$ cat src/sv/wmas_pkg.sv
`timescale 1ns / 1ps

package wmas_pkg;

	localparam int LANES        = 8;
	localparam int CHANNELS     = 8;
	localparam int WINDOW_LEN   = 8;
	localparam int SLOT_W       = $clog2(WINDOW_LEN);
	localparam int WEIGHT_W     = $clog2(WINDOW_LEN) + 1;
	localparam int WEIGHT_TOTAL = WINDOW_LEN * (WINDOW_LEN + 1) / 2;
	localparam int SAMPLE_W     = 16;
	localparam int LEVEL_W      = 13;
	localparam int PROD_W       = SAMPLE_W + WEIGHT_W;
	localparam int ACC_W        = $clog2(((1 << SAMPLE_W) - 1) * WEIGHT_TOTAL + 1);

	// sum / 36 == (sum >> 2) / 9; the reciprocal of 9 at 2^-23 is exact for 20-bit dividends
	localparam int DIV_PRE_SHIFT = 2;
	localparam int DIVIDEND_W    = ACC_W - DIV_PRE_SHIFT;
	localparam int RECIP_W       = 20;
	localparam int RECIP_SHIFT   = 23;
	localparam logic [RECIP_W-1:0] RECIP = RECIP_W'(932068);
	localparam int QUOT_PROD_W   = DIVIDEND_W + RECIP_W;

	localparam int SCALE_W     = 13;
	localparam logic [SCALE_W-1:0] SCALE_MUL = SCALE_W'(5000);
	localparam int SCALE_SHIFT = 16;
	localparam int SCALED_W    = SAMPLE_W + SCALE_W;

	localparam int QUEUE_DEPTH = 2;
	localparam int QPTR_W      = $clog2(QUEUE_DEPTH);
	localparam int QCNT_W      = $clog2(QUEUE_DEPTH + 1);

	typedef logic [SAMPLE_W-1:0] sample_t;
	typedef logic [LEVEL_W-1:0]  level_t;
	typedef logic [SLOT_W-1:0]   slot_t;
	typedef sample_t [LANES-1:0] samples_t;
	typedef level_t  [LANES-1:0] levels_t;

	typedef struct packed {
		slot_t    slot;
		samples_t samples;
	} job_t;

	typedef struct packed {
		logic valid;
		job_t job;
	} job_req_t;

	typedef enum logic [1:0] {
		BK_IDLE,
		BK_ACC,
		BK_DIV,
		BK_MUL
	} bk_state_t;

endpackage

$ cat src/sv/wmas_front.sv
`timescale 1ns / 1ps

module wmas_front (
	input  logic              clk,
	input  logic              arst_n,
	input  logic              push,
	output logic              full,
	input  wmas_pkg::samples_t samples,
	output wmas_pkg::job_req_t req,
	input  logic              take
);
	import wmas_pkg::*;

	job_t              fifo_q [QUEUE_DEPTH];
	logic [QPTR_W-1:0] wr_ptr_q;
	logic [QPTR_W-1:0] rd_ptr_q;
	logic [QCNT_W-1:0] cnt_q;
	slot_t             write_slot_q;
	logic              accept;
	logic              deq;

	assign full   = (cnt_q == QCNT_W'(QUEUE_DEPTH));
	assign accept = push && !full;
	assign deq    = take && (cnt_q != '0);

	// each transaction is stamped with the ring slot it will occupy
	always_ff @(posedge clk) begin
		if (accept) begin
			fifo_q[wr_ptr_q].slot    <= write_slot_q;
			fifo_q[wr_ptr_q].samples <= samples;
		end
	end

	always_ff @(posedge clk or negedge arst_n) begin
		if (!arst_n) begin
			wr_ptr_q     <= '0;
			rd_ptr_q     <= '0;
			cnt_q        <= '0;
			write_slot_q <= '0;
		end else begin
			if (accept) begin
				wr_ptr_q     <= (wr_ptr_q == QPTR_W'(QUEUE_DEPTH - 1)) ? '0 : wr_ptr_q + 1'b1;
				write_slot_q <= write_slot_q + 1'b1;
			end
			if (deq) begin
				rd_ptr_q <= (rd_ptr_q == QPTR_W'(QUEUE_DEPTH - 1)) ? '0 : rd_ptr_q + 1'b1;
			end
			case ({accept, deq})
				2'b10:   cnt_q <= cnt_q + 1'b1;
				2'b01:   cnt_q <= cnt_q - 1'b1;
				default: cnt_q <= cnt_q;
			endcase
		end
	end

	assign req.valid = (cnt_q != '0);
	assign req.job   = fifo_q[rd_ptr_q];

endmodule

$ cat config.mk
export PLATFORM = sky130hd
export DESIGN_NAME = wmas_front
export DESIGN_NICKNAME = d
export VERILOG_FILES = /design/src/sv/wmas_pkg.sv /design/src/sv/wmas_front.sv
export SDC_FILE = /design/constraint.sdc
export NUM_CORES = 1
export LEC_CHECK = 0
export BUFFER_PORTS_ARGS = -buffer_cell sky130_fd_sc_hd__buf_4
export CORE_MARGIN = 3
export CORE_UTILIZATION = 44
export CTS_BUF_LIST = sky130_fd_sc_hd__clkbuf_16
export DETAILED_ROUTE_END_ITERATION = 10
export GPL_TIMING_DRIVEN = 0
export PLACE_DENSITY = 0.72
export SYNTH_ARGS = -nofsm -noshare
export SYNTH_HDL_FRONTEND = slang
export SYNTH_SLANG_ARGS = --single-unit
$ cat constraint.sdc
create_clock -name clk -period 8.88 [get_ports clk]
set_input_delay 0.444 -clock clk [delete_from_list [all_inputs] [get_ports clk]]
set_output_delay 0.444 -clock clk [all_outputs]
set_load 0.01 [all_outputs]
* Yosys cells after proc, flatten, opt, wreduce, memory -nomap -nowiden *
Memories as Yosys holds them, arrays and structs flattened.
Index checks and enable logic that the tools add are counted.

storage, ports and cells
  memories = 1
  bits in registers = 7
  output and inout bits = 133
  memory bits (writable) = 262

memory list
  memory  words  width  rd ports  clocked after memory_dff  wr ports  line              text
  fifo_q  2      131    1         0                         1         wmas_front.sv:14  job_t fifo_q [QUEUE_DEPTH];

cells by class
  eq/ne operators = 3
  multiplexer cells = 5
  reduce and logical (&&, ||, !) cells = 5
  add/sub/neg operators = 5

operator list
  cell                                                                count
  2-bit == test, second input constant                                2
  1-bit two-way mux                                                   4
  2-bit one-hot mux with 2 select lines                               1
  2-bit nonzero test                                                  2
  3-bit by 1-bit adder with 3-bit output, second input constant       1
  1-bit adder, second input constant                                  2
  2-bit by 1-bit adder with 2-bit output, second input constant       1
  2-bit by 1-bit == test with 1-bit output, second input constant     1
  1-bit logical AND                                                   2
  2-bit by 1-bit subtractor with 2-bit output, second input constant  1
  1-bit logical NOT                                                   1

* Longest topological paths before layout *
  depth after elaboration = 5
  gate-level depth with buffers = 6
  depth with buffers taken out = 6

* Least setup slack after synthesis *
Ideal clock, no wire load.

  kind = register -> register
  start = register cnt_q[0]
  end = memory fifo_q[0][0] (netlist name) (enable)
  cell stages (with the launch flop) = 4
  data required time = 8.257 ns
  setup slack = 2.169 ns
  data arrival time = 6.089 ns
  cells stage by stage = dfrtp_1 nand2b_2 nand2_2 nor2_1

on the way
  cells in the longest elaborated chain, start to end = 5

ends and longest elaborated chain
  item                                     line              text
  start, declared                          wmas_front.sv:17  logic [QCNT_W-1:0] cnt_q;
  start signal, assigned                   wmas_front.sv:49  2'b10: cnt_q <= cnt_q + 1'b1;
  start signal, assigned                   wmas_front.sv:50  2'b01: cnt_q <= cnt_q - 1'b1;
  start signal, assigned                   wmas_front.sv:51  default: cnt_q <= cnt_q;
  2-bit == test                            wmas_front.sv:22  assign full = (cnt_q == QCNT_W'(QUEUE_DEPTH));
  1-bit logical NOT                        wmas_front.sv:23  assign accept = push && !full;
  1-bit logical AND                        wmas_front.sv:23
  1-bit two-way mux                        wmas_front.sv:28  if (accept) begin
  1-bit two-way mux (not written as such)  wmas_front.sv:30  fifo_q[wr_ptr_q].samples <= samples;
  end, declared                            wmas_front.sv:14

No other way between the ends.

==> key figures <==
STA
  – Slew Viols, Final: 0
  – Worst slew pin tran: 920 ps
  – Fin Clk Skew: 7.73 ps
  – Final hold vios: 0
  – Final worst path period share: 25.7%
  – Total Negative Setup Slacks: 0 ps
  – Highest Clock Rate: 438 MHz
  – Slew HR: 38.5%
  – Min Tclk post-route: 2290 ps
  – Finish-stage setup viols: 0
  – RSZ-0062 raised after global routing: no

Drt
  – Vias: 4982
  – Residual DRC: 0
  – Routed length per placed instance: 19.0 µm
  – Drt pass-1 iters: 4
  – Vias/cell: between 4 and 5
  – Final wirelength: 19.7 mm
  – Initial DRC count: 262
  – Antenna viol nets, final: 0

CTS
  – Clk slew on worst S/H paths: 60 ps
  – Postcts setup bufs: 0
  – CTS max path bufs: 3
  – Clock root buffer: clkbuf_16
  – Clock Latency Late Sink: 520 ps
  – TritonCTS Sinks: 269
  – TritonCTS buffer count: 28
  – Resized Gates After CTS: 0
  – Hold buffers post-CTS: 1
  – CTS tree: yes
  – H-tree depth: 1

Die
  – Die Span Y: approximately 160 µm
  – I/O pin total: 265
  – # rows: 54
  – Initial Util: 45.5%
  – Die width: 158 µm
  – Die area: 24800 µm²
  – CORE AREA: 22200 µm²

Synth
  – Synth Area in Compound Gates: 0%
  – Syn Area/Cell: 23.3 µm²
  – Post-Synth Adder-Cell Area: 0.248%
  – Top cell type's share of synthesized area: 77.8%
  – Synth Area in XOR/XNOR: less than 1%
  – Largest family of logic cells by synthesized area: multiplexers
  – Mapped Area: a little over 10000 µm²
  – Cell accounting for the most synthesized area: edfxtp_1
  – Warnings, synthesis: 0
  – FFs w/ async S/R, synth: roughly 2.6%
  – Syn nets: around 570
  – Seq cells post-synth: 269
  – Top cells by count, synth: edfxtp_1 (262), mux2_4 (80), mux2_2 (52), buf_6 (9), dfrtp_1 (7)
  – Cells after synthesis: roughly 430
  – Top FF cell, synth: edfxtp_1
  – Synth area leaders: edfxtp_1 (78%), mux2_4 (12%), mux2_2 (5.8%), dfrtp_1 (1.7%), buf_6 (1.0%)
  – Seq/Total Area, Yosys: 79.6%
  – Post-synthesis mux area share: 17.7%
  – Post-synthesis simple-gate area fraction: less than 1%
  – Library cells used by synthesis: 18
  – EDFF count, synth: about 260
  – Most common cell in the netlist: edfxtp_1

Placement
  – RD Place Congestion: ~0.75
  – Port Buf Inserts: 264
  – Post-DP HPWL: 13.9 mm
  – Placed cell area: 12600 µm²

Final layout
  – Multi-input logic area: slightly below 2000 µm²
  – Layout cells sized above 1: 60.1%
  – Number of nets in the layout: 869
  – Ant diodes: 0
  – Finished Cell Area: 13400 µm²
  – Fillcell total: 1603
  – Sequential Area: between 8000 and 9000 µm²
  – Post-Route Utilization: 60.5%
  – Area grow syn2layout: 33.0%

GRT
  – GR Util All Layers: roughly 15%
  – Largest net degree at the start of global routing: 63
  – Global route total overflow: 0
  – First-pass GRT wire length: 29.0 mm
  – Number of global-route vias before repair: roughly 5300
  – Initial antenna violation count: 0

Setup path
  – Crit path cell chain: buf_6 -> buf_8 -> buf_6 -> mux2_4 -> buf_4
  – Setup CP Type: reg2out
  – CP required: between 8000 and 9000 ps
  – Critical Path Sink Type: output port
  – Slowest-stage cell, CP: dfrtp_1
  – Buf/Inv on CP: 4
  – CP peak stage delay: 340 ps
  – Worst path depth: 5
  – WP data arrival: 1840 ps
  – Cell class contributing the biggest share of worst-path delay: buffers and inverters
  – CP Launch Type: register
  – Worst r2r path cells: 5
  – Crit path max fanout: 10
  – Cell mode on critical path: buf_6

Power
  – Power density cells: 331 nW/µm²
  – Leak pwr: around 5.3 nW
  – Worst vdd ir: 0.000236 V

Hold path
  – Worst hold path depth: 1
  – Min-delay worst type: in2reg

Outcome
  – Run status: completed

Run
  – Max Cap Violations: 0
per-stage QoR:
stage	hold WS, ps	power [mW]	setup WS [ps]	std cells
after global routing	72.8	4.67	6470	1035
after global placement	257	3.45	-578	978
after CTS	73.6	4.52	6530	1035
final	102	4.45	6590	1035
after floorplan	148	2.79	2170	434
after detailed placement	262	3.46	6570	984
worst paths after layout:
path / start / to / slack (ps)
setup / recovery: rd_ptr_q / req[46] / 6590
hold / removal: samples[2] / fifo_q[0][2] / 100
setup reg to reg: cnt_q[0] / fifo_q[0][108] / 6610
hold reg to reg: cnt_q[1] / cnt_q[1] / 510
max in group asynchronous: arst_n / rd_ptr_q / 8470
min in group asynchronous: arst_n / write_slot_q[1] / 280
where the power goes:
group          total, mW  internal [mW]  leakage (nW)  switching (mW)
logic               1.59          0.861          2.34           0.726
registers           1.82           1.74          2.52          0.0755
clock network       1.05          0.610         0.456           0.437
state kept, by name (all words and copies together) (netlist names):
signal        flops
cnt_q             2
fifo_q          262
rd_ptr_q          1
wr_ptr_q          1
write_slot_q      3
placed cells by master, fill, tap and decap left out, drive strengths merged:
master,count
and2,1
and3,1
buf,285
bufinv,1
clkbuf,29
clkinv,7
dfrtp,7
dlygate4sd3,1
edfxtp,262
ha,2
inv,14
mux2,132
nand2,1
nand2b,1
nand3,1
nor2,2
or2,1
xnor2,5
xor2,2
final cells by class:
type	instances	area share (%)
buffer	15	1.05
clock buffer	29	5.40
clock inverter	21	0.801
inverter	1	0.0279
multi-input combinational	149	14.4
sequential	269	59.9
tap	280	2.61
timing repair buffer	271	15.9
per-layer routing:
layer | track usage (%) | share of wire (%) | vias up
li1 | - | - | 2331
met1 | 18.5 | 39 | 2413
met2 | 26.0 | 49 | 196
met3 | 4.54 | 8.8 | 42
met4 | 4.59 | 2.7 | 0
met5 | 0 | 0 | -
cells by family after synthesis:
| family | count (synthesis) |
|---|---|
| xor gates and xnor gates | 7 |
| muxes | 132 |
| and+or+nand+nor | 8 |
| adders and majority gates | 2 |
| buffers and inverters | 16 |
| DFF | 269 |
worst reg2reg max path, cell delays in order, from the launching register on:
cell      delay, ps
dfrtp_1         400
nand2b_2        190
nand2_2         130
nor2_4          720
buf_12          290
buf_12          220
No activity file was read; power rests on OpenSTA's default activity.
